--- config.mk ---
export PLATFORM = sky130hd
export DESIGN_NAME = rv32_execute_with_branch_resolve_top
export DESIGN_NICKNAME = d
export VERILOG_FILES = /design/src/hw/rtl/rvexe_pkg.sv /design/src/hw/rtl/rv32_execute_with_branch_resolve_top.sv /design/src/hw/rtl/rvexe_front.sv /design/src/hw/rtl/rvexe_queue.sv /design/src/hw/rtl/rvexe_div.sv /design/src/hw/rtl/rvexe_back.sv
export SDC_FILE = /design/constraint.sdc
export NUM_CORES = 2
export LEC_CHECK = 0
export ABC_CLOCK_PERIOD_IN_PS = 15150
export BUFFER_PORTS_ARGS = -buffer_cell sky130_fd_sc_hd__buf_2
export CAP_MARGIN = 40
export CORE_UTILIZATION = 68
export DETAILED_ROUTE_END_ITERATION = 10
export PLACE_DENSITY = 0.88
export SETUP_SLACK_MARGIN = 0.15
export SYNTH_ARGS = -nofsm -noshare
export SYNTH_HDL_FRONTEND = slang
export SYNTH_SLANG_ARGS = --single-unit
export TNS_END_PERCENT = 1
--- constraint.sdc ---
create_clock -name clk -period 15.15 [get_ports clk]
set_clock_uncertainty 0.1 [all_clocks]
set_input_delay 0 -clock clk [delete_from_list [all_inputs] [get_ports clk]]
set_output_delay 0 -clock clk [all_outputs]
set_load 0.02 [all_outputs]
--- src/hw/rtl/rvexe_pkg.sv ---
package rvexe_pkg;

  // Operation class of an issued micro-op.
  typedef enum logic [3:0] {
    MODE_LUI    = 4'd0,
    MODE_AUIPC  = 4'd1,
    MODE_JAL    = 4'd2,
    MODE_JALR   = 4'd3,
    MODE_BRANCH = 4'd4,
    MODE_LOAD   = 4'd5,
    MODE_STORE  = 4'd6,
    MODE_OPIMM  = 4'd7,
    MODE_OP     = 4'd8
  } mode_t;

  // Branch conditions, by funct3.
  localparam logic [2:0] BR_EQ  = 3'd0;
  localparam logic [2:0] BR_NE  = 3'd1;
  localparam logic [2:0] BR_LT  = 3'd4;
  localparam logic [2:0] BR_GE  = 3'd5;
  localparam logic [2:0] BR_LTU = 3'd6;
  localparam logic [2:0] BR_GEU = 3'd7;

  // Arithmetic operations, by funct3.
  localparam logic [2:0] ALU_ADD  = 3'd0;
  localparam logic [2:0] ALU_SLL  = 3'd1;
  localparam logic [2:0] ALU_SLT  = 3'd2;
  localparam logic [2:0] ALU_SLTU = 3'd3;
  localparam logic [2:0] ALU_XOR  = 3'd4;
  localparam logic [2:0] ALU_SR   = 3'd5;
  localparam logic [2:0] ALU_OR   = 3'd6;
  localparam logic [2:0] ALU_AND  = 3'd7;

  // Funct7 encodings that select alternative operations.
  localparam logic [6:0] F7_BASE   = 7'h00;
  localparam logic [6:0] F7_ALT    = 7'h20;
  localparam logic [6:0] F7_MULDIV = 7'h01;

  // Memory access kinds.
  localparam logic [1:0] MEM_NONE  = 2'd0;
  localparam logic [1:0] MEM_LOAD  = 2'd1;
  localparam logic [1:0] MEM_STORE = 2'd2;

  localparam logic [31:0] ALL_ONES = 32'hffff_ffff;
  localparam logic [31:0] PC_STEP  = 32'd4;

  // Entries in the queue between decode and execute.
  localparam int unsigned QUEUE_DEPTH = 2;

  // Decoded micro-op as held in the queue.
  typedef struct packed {
    logic        err;
    mode_t       mode;
    logic [2:0]  f3;
    logic        alt;
    logic        muldiv;
    logic        is_div;
    logic [31:0] imm;
    logic [31:0] a;
    logic [31:0] b;
    logic [31:0] pc;
    logic [31:0] guess;
    logic [5:0]  tag;
    logic [4:0]  rd;
  } uop_t;

  // One result word.
  typedef struct packed {
    logic [5:0]  tag;
    logic [4:0]  dest;
    logic        reg_write;
    logic [31:0] value;
    logic [1:0]  mem_kind;
    logic [31:0] mem_address;
    logic [31:0] store_data;
    logic        redirect_valid;
    logic [31:0] redirect_pc;
    logic        error_code;
  } res_t;

endpackage

--- src/hw/rtl/rv32_execute_with_branch_resolve_top.sv ---
// Integer execute unit with branch resolution for an RV32 core.
// An issued micro-op is taken at a rising edge where start is high and busy
// is low; its fields arrive on the in_ ports. Decode classifies the word and
// places it in a two-entry queue; execute pops a word a cycle if no divide runs.
// Each micro-op gives exactly one result word on the out_ ports, shown for
// one cycle with out_valid high. The receiver cannot stall, so a result is
// always taken in the cycle it appears.
// The result word is registered on the execute side; a signed divide first
// goes through the radix-2 restoring divider, which steps one quotient bit
// a cycle and then hands its quotient to the result register.
// Throughput: one word a cycle while no divide is running; a divide holds
// the execute side while it runs, and busy rises once the queue has filled.
// Reset clears the queue and the strobe; no result follows reset until a
// new word is taken.
module rv32_execute_with_branch_resolve_top
  import rvexe_pkg::*;
#(
  parameter int unsigned TAG_ENTRIES = 64
) (
  input  logic        clk,
  input  logic        rst_n,
  input  logic        start,
  output logic        busy,
  input  logic [3:0]  in_mode,
  input  logic [2:0]  in_funct3,
  input  logic [6:0]  in_funct7,
  input  logic [31:0] in_immediate,
  input  logic [31:0] in_source_a,
  input  logic [31:0] in_source_b,
  input  logic [31:0] in_inst_pc,
  input  logic [31:0] in_guessed_pc,
  input  logic [5:0]  in_rob_tag,
  input  logic [4:0]  in_dest_reg,
  output logic        out_valid,
  output logic [5:0]  out_tag_out,
  output logic [4:0]  out_dest_out,
  output logic        out_reg_write,
  output logic [31:0] out_result_value,
  output logic [1:0]  out_mem_kind,
  output logic [31:0] out_mem_address,
  output logic [31:0] out_store_data,
  output logic        out_redirect_valid,
  output logic [31:0] out_redirect_pc,
  output logic        out_error_code
);

  uop_t dec_uop;
  uop_t head;
  logic q_empty;
  logic q_full;
  logic q_pop;
  logic push;
  res_t res;

  assign busy = q_full;
  assign push = start && !q_full;

  rvexe_front #(
    .TAG_ENTRIES (TAG_ENTRIES)
  ) u_front (
    .mode       (in_mode),
    .funct3     (in_funct3),
    .funct7     (in_funct7),
    .immediate  (in_immediate),
    .source_a   (in_source_a),
    .source_b   (in_source_b),
    .inst_pc    (in_inst_pc),
    .guessed_pc (in_guessed_pc),
    .rob_tag    (in_rob_tag),
    .dest_reg   (in_dest_reg),
    .uop        (dec_uop)
  );

  rvexe_queue u_queue (
    .clk       (clk),
    .rst_n     (rst_n),
    .push      (push),
    .push_data (dec_uop),
    .pop       (q_pop),
    .head      (head),
    .empty     (q_empty),
    .full      (q_full)
  );

  rvexe_back u_back (
    .clk       (clk),
    .rst_n     (rst_n),
    .head      (head),
    .empty     (q_empty),
    .pop       (q_pop),
    .res_valid (out_valid),
    .res       (res)
  );

  // Result word onto the ports.
  assign out_tag_out        = res.tag;
  assign out_dest_out       = res.dest;
  assign out_reg_write      = res.reg_write;
  assign out_result_value   = res.value;
  assign out_mem_kind       = res.mem_kind;
  assign out_mem_address    = res.mem_address;
  assign out_store_data     = res.store_data;
  assign out_redirect_valid = res.redirect_valid;
  assign out_redirect_pc    = res.redirect_pc;
  assign out_error_code     = res.error_code;

endmodule

--- src/hw/rtl/rvexe_front.sv ---
module rvexe_front
  import rvexe_pkg::*;
#(
  parameter int unsigned TAG_ENTRIES = 64
) (
  input  logic [3:0]  mode,
  input  logic [2:0]  funct3,
  input  logic [6:0]  funct7,
  input  logic [31:0] immediate,
  input  logic [31:0] source_a,
  input  logic [31:0] source_b,
  input  logic [31:0] inst_pc,
  input  logic [31:0] guessed_pc,
  input  logic [5:0]  rob_tag,
  input  logic [4:0]  dest_reg,
  output uop_t        uop
);

  logic       is_alt;
  logic       is_md;
  logic       err;
  logic [5:0] tag_fold [64];

  assign is_alt = (funct7 == F7_ALT);
  assign is_md  = (funct7 == F7_MULDIV);

  // Every tag folded onto the tag space, worked out at elaboration.
  for (genvar g = 0; g < 64; g++) begin : g_tag_fold
    assign tag_fold[g] = 6'(g % TAG_ENTRIES);
  end

  // Classify the word and flag encodings that the unit does not support.
  always_comb begin
    err = 1'b0;
    unique case (mode_t'(mode))
      MODE_LUI, MODE_AUIPC, MODE_JAL, MODE_JALR,
      MODE_LOAD, MODE_STORE, MODE_OPIMM: begin
        err = 1'b0;
      end
      MODE_BRANCH: begin
        err = (funct3 == 3'd2) || (funct3 == 3'd3);
      end
      MODE_OP: begin
        if (is_md) begin
          err = (funct3 != ALU_ADD) && (funct3 != ALU_XOR);
        end else begin
          err = (funct3 == ALU_ADD) && (funct7 != F7_BASE) && !is_alt;
        end
      end
      default: begin
        err = 1'b1;
      end
    endcase
  end

  // Pack the decoded word; the tag is folded onto the tag space.
  always_comb begin
    uop.err    = err;
    uop.mode   = mode_t'(mode);
    uop.f3     = funct3;
    uop.alt    = is_alt;
    uop.muldiv = is_md;
    uop.is_div = !err && (mode_t'(mode) == MODE_OP) && is_md && (funct3 == ALU_XOR);
    uop.imm    = immediate;
    uop.a      = source_a;
    uop.b      = source_b;
    uop.pc     = inst_pc;
    uop.guess  = guessed_pc;
    uop.tag    = tag_fold[rob_tag];
    uop.rd     = dest_reg;
  end

endmodule

--- src/hw/rtl/rvexe_queue.sv ---
module rvexe_queue
  import rvexe_pkg::*;
(
  input  logic clk,
  input  logic rst_n,
  input  logic push,
  input  uop_t push_data,
  input  logic pop,
  output uop_t head,
  output logic empty,
  output logic full
);

  localparam int unsigned PW = (QUEUE_DEPTH > 1) ? $clog2(QUEUE_DEPTH) : 1;

  uop_t                 mem_r [QUEUE_DEPTH];
  logic [PW-1:0]        wr_ptr_r, wr_ptr_nxt;
  logic [PW-1:0]        rd_ptr_r, rd_ptr_nxt;
  logic [$clog2(QUEUE_DEPTH+1)-1:0] count_r, count_nxt;

  assign empty = (count_r == '0);
  assign full  = (count_r == ($clog2(QUEUE_DEPTH+1))'(QUEUE_DEPTH));
  assign head  = mem_r[rd_ptr_r];

  // Pointer and fill count update.
  always_comb begin
    wr_ptr_nxt = wr_ptr_r;
    rd_ptr_nxt = rd_ptr_r;
    count_nxt  = count_r;
    if (push) begin
      wr_ptr_nxt = (wr_ptr_r == PW'(QUEUE_DEPTH - 1)) ? '0 : wr_ptr_r + 1'b1;
    end
    if (pop) begin
      rd_ptr_nxt = (rd_ptr_r == PW'(QUEUE_DEPTH - 1)) ? '0 : rd_ptr_r + 1'b1;
    end
    if (push && !pop) begin
      count_nxt = count_r + 1'b1;
    end else if (pop && !push) begin
      count_nxt = count_r - 1'b1;
    end
  end

  always_ff @(posedge clk) begin
    if (!rst_n) begin
      wr_ptr_r <= '0;
      rd_ptr_r <= '0;
      count_r  <= '0;
    end else begin
      wr_ptr_r <= wr_ptr_nxt;
      rd_ptr_r <= rd_ptr_nxt;
      count_r  <= count_nxt;
    end
  end

  // Entry storage.
  always_ff @(posedge clk) begin
    if (push) begin
      mem_r[wr_ptr_r] <= push_data;
    end
  end

endmodule

--- src/hw/rtl/rvexe_div.sv ---
module rvexe_div
  import rvexe_pkg::*;
(
  input  logic        clk,
  input  logic        rst_n,
  input  logic        start,
  input  logic [31:0] dividend,
  input  logic [31:0] divisor,
  output logic        active,
  output logic        done,
  output logic [31:0] quotient
);

  logic        active_r, active_nxt;
  logic [4:0]  cnt_r, cnt_nxt;
  logic [31:0] rem_r, rem_nxt;
  logic [31:0] quo_r, quo_nxt;
  logic [31:0] ay_r;
  logic        neg_r;
  logic        yzero_r;
  logic [32:0] rem_sh;
  logic [32:0] diff;
  logic        ge;

  assign active = active_r;

  // One restoring step a cycle on magnitudes.
  always_comb begin
    rem_sh   = {rem_r, quo_r[31]};
    diff     = rem_sh - {1'b0, ay_r};
    ge       = !diff[32];
    rem_nxt  = ge ? diff[31:0] : rem_sh[31:0];
    quo_nxt  = {quo_r[30:0], ge};
    done     = active_r && (cnt_r == '0);
    quotient = yzero_r ? ALL_ONES : (neg_r ? (32'd0 - quo_nxt) : quo_nxt);
    cnt_nxt  = cnt_r - 1'b1;
    active_nxt = active_r && (cnt_r != '0);
  end

  always_ff @(posedge clk) begin
    if (!rst_n) begin
      active_r <= 1'b0;
    end else if (start) begin
      active_r <= 1'b1;
    end else begin
      active_r <= active_nxt;
    end
  end

  // Operand set-up on start, then the step registers.
  always_ff @(posedge clk) begin
    if (start) begin
      cnt_r   <= 5'd31;
      rem_r   <= '0;
      quo_r   <= dividend[31] ? (32'd0 - dividend) : dividend;
      ay_r    <= divisor[31] ? (32'd0 - divisor) : divisor;
      neg_r   <= dividend[31] ^ divisor[31];
      yzero_r <= (divisor == '0);
    end else if (active_r) begin
      cnt_r <= cnt_nxt;
      rem_r <= rem_nxt;
      quo_r <= quo_nxt;
    end
  end

endmodule

--- src/hw/rtl/rvexe_back.sv ---
module rvexe_back
  import rvexe_pkg::*;
(
  input  logic clk,
  input  logic rst_n,
  input  uop_t head,
  input  logic empty,
  output logic pop,
  output logic res_valid,
  output res_t res
);

  logic        div_active;
  logic        div_done;
  logic [31:0] div_q;
  logic        div_start;
  logic [5:0]  div_tag_r;
  logic [4:0]  div_rd_r;
  res_t        div_res;

  logic        res_valid_r;
  res_t        res_r, res_nxt;

  logic [31:0] opb;
  logic [4:0]  shamt;
  logic [31:0] sum_ab;
  logic [31:0] pc_imm;
  logic [31:0] pc_4;
  logic [31:0] prod;
  logic        lt_s;
  logic        lt_u;
  logic        take;
  logic        jump;
  logic        writes;
  logic [31:0] next_pc;
  logic [31:0] val;
  logic [31:0] alu;

  assign pop       = !empty && !div_active;
  assign div_start = pop && head.is_div;
  assign res_valid = res_valid_r;
  assign res       = res_r;

  rvexe_div u_div (
    .clk      (clk),
    .rst_n    (rst_n),
    .start    (div_start),
    .dividend (head.a),
    .divisor  (head.b),
    .active   (div_active),
    .done     (div_done),
    .quotient (div_q)
  );

  // Shared operand paths; register forms and branches compare against b.
  always_comb begin
    opb    = (head.mode == MODE_OP || head.mode == MODE_BRANCH) ? head.b : head.imm;
    shamt  = opb[4:0];
    sum_ab = head.a + opb;
    pc_imm = head.pc + head.imm;
    pc_4   = head.pc + PC_STEP;
    prod   = head.a * head.b;
    lt_s   = $signed(head.a) < $signed(opb);
    lt_u   = head.a < opb;
  end

  // Integer operations for register and immediate forms.
  always_comb begin
    case (head.f3)
      ALU_ADD: begin
        if (head.mode == MODE_OP && head.muldiv) begin
          alu = prod;
        end else if (head.mode == MODE_OP && head.alt) begin
          alu = head.a - head.b;
        end else begin
          alu = sum_ab;
        end
      end
      ALU_SLL:  alu = head.a << shamt;
      ALU_SLT:  alu = {31'd0, lt_s};
      ALU_SLTU: alu = {31'd0, lt_u};
      ALU_XOR:  alu = head.a ^ opb;
      ALU_SR: begin
        alu = head.alt ? 32'($signed(head.a) >>> shamt) : (head.a >> shamt);
      end
      ALU_OR:   alu = head.a | opb;
      default:  alu = head.a & opb;
    endcase
  end

  // Branch condition.
  always_comb begin
    unique case (head.f3)
      BR_EQ:   take = (head.a == head.b);
      BR_NE:   take = (head.a != head.b);
      BR_LT:   take = lt_s;
      BR_GE:   take = !lt_s;
      BR_LTU:  take = lt_u;
      BR_GEU:  take = !lt_u;
      default: take = 1'b0;
    endcase
  end

  // Per-class result, then masking for errors and register zero.
  always_comb begin
    writes  = 1'b0;
    jump    = 1'b0;
    next_pc = '0;
    val     = '0;
    res_nxt = '0;
    res_nxt.tag  = head.tag;
    res_nxt.dest = head.rd;
    unique case (head.mode)
      MODE_LUI: begin
        writes = 1'b1;
        val    = head.imm;
      end
      MODE_AUIPC: begin
        writes = 1'b1;
        val    = pc_imm;
      end
      MODE_JAL: begin
        writes  = 1'b1;
        val     = pc_4;
        jump    = 1'b1;
        next_pc = pc_imm;
      end
      MODE_JALR: begin
        writes  = 1'b1;
        val     = pc_4;
        jump    = 1'b1;
        next_pc = {sum_ab[31:1], 1'b0};
      end
      MODE_BRANCH: begin
        jump    = 1'b1;
        next_pc = take ? pc_imm : pc_4;
      end
      MODE_LOAD: begin
        writes               = 1'b1;
        res_nxt.mem_kind     = MEM_LOAD;
        res_nxt.mem_address  = sum_ab;
      end
      MODE_STORE: begin
        res_nxt.mem_kind     = MEM_STORE;
        res_nxt.mem_address  = sum_ab;
        res_nxt.store_data   = head.b;
      end
      MODE_OPIMM, MODE_OP: begin
        writes = 1'b1;
        val    = alu;
      end
      default: begin
        writes = 1'b0;
      end
    endcase
    if (head.err) begin
      res_nxt.mem_kind    = MEM_NONE;
      res_nxt.mem_address = '0;
      res_nxt.store_data  = '0;
      res_nxt.error_code  = 1'b1;
      writes              = 1'b0;
      jump                = 1'b0;
    end
    if (head.mode == MODE_LOAD) begin
      val = '0;
    end
    res_nxt.reg_write      = writes && (head.rd != '0);
    res_nxt.value          = res_nxt.reg_write ? val : '0;
    res_nxt.redirect_valid = jump && (next_pc != head.guess);
    res_nxt.redirect_pc    = res_nxt.redirect_valid ? next_pc : '0;
  end

  // Result word of a finished divide.
  always_comb begin
    div_res           = '0;
    div_res.tag       = div_tag_r;
    div_res.dest      = div_rd_r;
    div_res.reg_write = (div_rd_r != '0);
    div_res.value     = (div_rd_r != '0) ? div_q : '0;
  end

  // Result strobe.
  always_ff @(posedge clk) begin
    if (!rst_n) begin
      res_valid_r <= 1'b0;
    end else begin
      res_valid_r <= div_done || (pop && !head.is_div);
    end
  end

  // Result word, from the divider on completion or from the combinational path.
  always_ff @(posedge clk) begin
    if (div_start) begin
      div_tag_r <= head.tag;
      div_rd_r  <= head.rd;
    end
    if (div_done) begin
      res_r <= div_res;
    end else if (pop && !head.is_div) begin
      res_r <= res_nxt;
    end
  end

endmodule

==> summary.md, run 1 <==
| Metric | Value |
|---|---|
| Status | stopped before the end |
| Stop stage | 5_1_grt |
| Error | [ERROR GRT-0232] Routing congestion too high. Check the congestion heatmap in the GUI. |
| Port Buffer Count | 333 |
| # IOs | 334 |
| CTS Buffer Depth | 3 |
| Mean Syn Cell Area | 9.343 µm² |
| Dpl hpwl | 181900 µm |
| Root Driver | clkbuf_16 |
| Synthesized net count | 6824 |
| Post-CTS Setup Inserts | 0 |
| Flops & latches, synth | 629 |
| Async S/R FF share, synth | 0% |
| Global route total overflow | 37 |
| EDFF count, synth | 485 |
| Inserted Clock Buffers | 66 |
| Yosys warning total | 0 |
| Htree depth | 3 |
| Netlist cell types | 101 |
| Row count | 103 |
| Top_reg_cell synth | edfxtp_1 |
| Sinks on Clock Net | 629 |
| Cell Area, Synth | 55010 µm² |
| Die H | 286.4 µm |
| Gr usage total | 72.64% |
| Largest net degree at the start of global routing | 119 |
| Gate Count Post-Synth | 5888 |
| Sequential share of the synthesized area | 31.72% |
| Gpl congestion | 1.169 |
| Placed Area | 58250 µm² |
| Die width | 286.4 µm |
| Initial core utilization | 69.18% |
==> metrics by stage <==
step,worst slack [ns],std cells
CTS,4.798,7486
detailed placement,4.794,7099
global placement,5.096,7071
floorplan,5.490,5888
==> per-layer routing <==
metal  GRT usage, %  overflow
met4          63.41        17
met5          25.23         0
met1          77.28         0
met2          88.93        18
met3          56.31         2
==> cells in the mapped netlist, types with 13 or more instances <==
master / number / area, µm²
nor2_1: 596 / 2237
a211oi_1: 61 / 457.9
o21ai_0: 412 / 2062
o21bai_1: 18 / 135.1
inv_1: 567 / 2128
o21a_1: 60 / 450.4
a31oi_1: 46 / 287.8
a221oi_1: 21 / 183.9
mux2i_1: 141 / 1411
clkbuf_1: 250 / 938.4
mux2_2: 114 / 1284
a22oi_1: 19 / 142.6
a21boi_0: 13 / 97.59
xnor2_1: 255 / 2233
a32o_1: 31 / 310.3
xor2_1: 69 / 604.3
nor2b_1: 25 / 156.4
a21o_1: 81 / 608.1
nor4_1: 19 / 118.9
o22ai_1: 20 / 125.1
and3_1: 25 / 156.4
fa_1: 412 / 8248
nor3_1: 70 / 350.3
nand2_1: 620 / 2327
o31ai_1: 30 / 225.2
edfxtp_1: 485 / 14560
nand2b_1: 41 / 256.5
and2_1: 23 / 143.9
a22o_1: 40 / 350.3
dfxtp_1: 144 / 2883
a21oi_1: 342 / 1712
nand3_1: 67 / 335.3
buf_2: 26 / 130.1
clkinv_1: 19 / 71.32
o211ai_1: 43 / 322.8
buf_1: 39 / 146.4
or3_1: 25 / 156.4
ha_1: 336 / 4204
o221ai_1: 33 / 289.0
a222oi_1: 18 / 180.2
nand4_1: 29 / 181.4
==> logic make-up after synthesis <==
family                     count (synthesis)  synth area share (%)
and+or+nand+nor                         1601                 12.56
AOI/OAI and AO/OA                       1408                 16.49
buffers and inverters                    919                 6.425
adders and majority gates                748                 22.64
DFF                                      629                 31.72
xor gates and xnor gates                 324                 5.159
muxes                                    259                 5.006
==> timing repair <==
action | CTS
hold endpoints to repair | 386
resized for setup | 0
hold buffers | 265
==> run 2: changes to the inputs <==
--- a/config.mk
+++ b/config.mk
@@ -8,10 +8,9 @@
 export ABC_CLOCK_PERIOD_IN_PS = 15150
 export BUFFER_PORTS_ARGS = -buffer_cell sky130_fd_sc_hd__buf_2
 export CAP_MARGIN = 40
-export CORE_UTILIZATION = 68
+export CORE_UTILIZATION = 40
 export DETAILED_ROUTE_END_ITERATION = 10
-export PLACE_DENSITY = 0.88
-export SETUP_SLACK_MARGIN = 0.15
+export PLACE_DENSITY_LB_ADDON = 0.15
 export SYNTH_ARGS = -nofsm -noshare
 export SYNTH_HDL_FRONTEND = slang
 export SYNTH_SLANG_ARGS = --single-unit
==> summary.md, run 2 <==
| Metric | Value |
|---|---|
| Unrepaired setup endpoints after global routing | no |
| Largest net degree at the start of global routing | 82 |
| Fin. Hold Viols | 0 |
| Layout area overhead | 19.35% |
| Vias in the first global route | 48620 |
| Most flop-heavy register | u_queue.mem_r |
| Crit-path slowest cell | dfxtp_4 |
| Core Area | 136000 µm² |
| Most common cell after layout, fill and taps aside | nand2_1 |
| Synthesized net count | 6824 (unchanged) |
| WP data required | 15.46 ns |
| Sinks on Clock Net | 629 (unchanged) |
| Htree depth | 3 (unchanged) |
| Worst Path Max Fanout | 34 |
| Mean routed wirelength per cell | 29.70 µm |
| Global route total overflow | 0 |
| Antenna Nets Post-Route | 0 |
| Period utilisation layout | 68.68% |
| Fin. max-slew vios | 0 |
| Dpl hpwl | 188800 µm (+3.8%) |
| WS Path Type | reg -> reg |
| Gate Count Post-Synth | 5888 (unchanged) |
| Kind of end point of the critical path | flip-flop |
| Status | completed |
| Worst EP arrival | 10.72 ns |
| First-pass GRT wire length | 353300 µm |
| Drt drc | 0 |
| Synth top area share | 26.48% (unchanged) |
| Top_reg_cell synth | edfxtp_1 |
| CTS Buffer Depth | 3 (unchanged) |
| Cell taking the most area after synthesis | edfxtp_1 |
| Max reg flops | 364 |
| Nets | 7468 |
| Inserted Clock Buffers | 72 (+9.1%) |
| DRT Wirelength | 248800 µm |
| FMAX | 96.11 MHz |
| R2R setup slack | 4.75 ns |
| Total of max-cap violations | 0 |
| Vias | 49370 |
| Cell Area, Synth | 55010 µm² (unchanged) |
| CTS tree | built |
| Flops & latches, synth | 629 (unchanged) |
| Fill count | 13040 |
| Fin worst setup slack | 4.745 ns |
| Port Buffer Count | 333 (unchanged) |
| Netlist cell types | 101 (unchanged) |
| # setup viols final | 0 |
| DRT iter0 DRCs | 5706 |
| EDFF count, synth | 485 (unchanged) |
| Minimum clock period | 10.40 ns |
| Row count | 135 (+31%) |
| Clk Latency, worst-skew pair | 0.69 ns |
| Worst-path clk slew | 0.06 ns |
| Most frequent cells in the layout | nand2_1, nor2_1, inv_1, edfxtp_1, fa_1 |
| CP dominant cell by count | fa_1 |
| Post-synth top cells | nand2_1, nor2_1, inv_1 |
| Worst Max-Slew Pin Slew | 1.376 ns |
| Yosys warning total | 0 (unchanged) |
| Pre-Repair DR Iteration Count | 6 |
| Root Driver | clkbuf_16 |
| Die width | 372.8 µm (+30%) |
| Count leader, synth | nand2_1 |
| Top cells by area, synth | edfxtp_1, fa_1, ha_1 |
| Vias per cell | 5.894 |
| Post-CTS Setup Inserts | 0 (unchanged) |
| Sequential share of the synthesized area | 31.72% (unchanged) |
| Gpl congestion | 1.053 (-9.9%) |
| Relative max-transition margin | 8.271% |
| Top Usage Layer GRT | met2 |
| Met1 Use GR | 47.82% |
| Async S/R FF share, synth | 0% (unchanged) |
| Grt met3 use | 8.180% |
| CP peak stage delay | 0.74 ns |
| Share of layout cells above drive strength 1 | 12.88% |
| Gr usage total | 35.18% |
| Die H | 372.8 µm (+30%) |
| # IOs | 334 (unchanged) |
| Startpoint Class | flip-flop |
| Antenna violations before repair | 12 |
| DP Worst Slack | 4.938 ns (+0.1440 ns) |
| Initial core utilization | 40.46% (-29 points) |
| Mean Syn Cell Area | 9.343 µm² (unchanged) |
| Final TNS setup | 0 ns |
| HP Class | in -> reg |
| Die Area | 139000 µm² |
| GR Util met2 | 53.08% |
==> run 2: cell counts after synthesis <==
No cell type changed its count.
==> run 2: what timing repair did <==
item	in CTS	in global routing
hold buffers	362	0
hold endpoints to repair	396	0
resized for setup	0	0
==> run 2: worst paths after layout <==
check	start	cells past startpoint	endpoint
worst max-delay path	flip-flop	30	u_back.res[130]
worst min register to register	u_back.res[99]	2	u_back.res[99]
worst min-delay path	in_source_b[2]	2	u_queue.mem_r[1][77]
worst max register to register	flip-flop	30	u_back.res[130]
==> run 2: stage by stage <==
stage	std cells	utilization [%]	area, µm²	hold slack (ns)
CTS	8371	48.27	65640	0.003835
global route	8373	48.28	65650	0.03345
detailed placement	7876	43.79	59550	0.09067
global placement	7849	43.58	59260	0.08766
floorplan	5888	-	55010	-0.001131
finish	8376	48.29	65660	0.05133
==> run 2: worst max-delay path: cells and delay by family (launching register included) <==
family                   cells  cell delay (ns)
adder cells (fa/ha/maj)      9             3.68
flip-flops                   1             0.74
AO/OA/AOI/OAI                8             2.04
AND/OR/NAND/NOR              5             1.11
XOR/XNOR                     1             0.36
buffers and inverters        6             1.67
multiplexers                 1             0.30
==> run 2: area by class of cell <==
| class | instances | area (µm²) | area share, % |
|---|---|---|---|
| antenna | 4 | 10.01 | 0.01525 |
| clock buffer | 100 | 2032 | 3.095 |
| clock inverter | 33 | 437.9 | 0.6670 |
| inverter | 595 | 2233 | 3.402 |
| multi-input combinational | 4340 | 34390 | 52.38 |
| sequential | 629 | 17450 | 26.58 |
| tap | 1781 | 2228 | 3.394 |
| timing repair buffer | 894 | 6875 | 10.47 |
==> run 2: per-layer routing <==
layer  vias to the layer above  part of all wire [%]
li1                      21730                     -
met1                     24600                    41
met2                      2542                    43
met3                       488                    10
met4                        10                   5.1
met5                         -                 0.029
==> run 2: cell families after synthesis <==
| kind of cell | count (synthesis) | synth area share, % |
|---|---|---|
| AND/OR/NAND/NOR | 1601 | 12.56 |
| AO/OA/AOI/OAI | 1408 | 16.49 |
| buffers and inverters | 919 | 6.425 |
| adder cells (fa/ha/maj) | 748 | 22.64 |
| flip-flops | 629 | 31.72 |
| XOR/XNOR | 324 | 5.159 |
| multiplexers | 259 | 5.006 |
Power of run 2 is left out: the tool's default activity adds up to more than one toggle a clock period on the data nets, which glitch-free logic cannot reach.
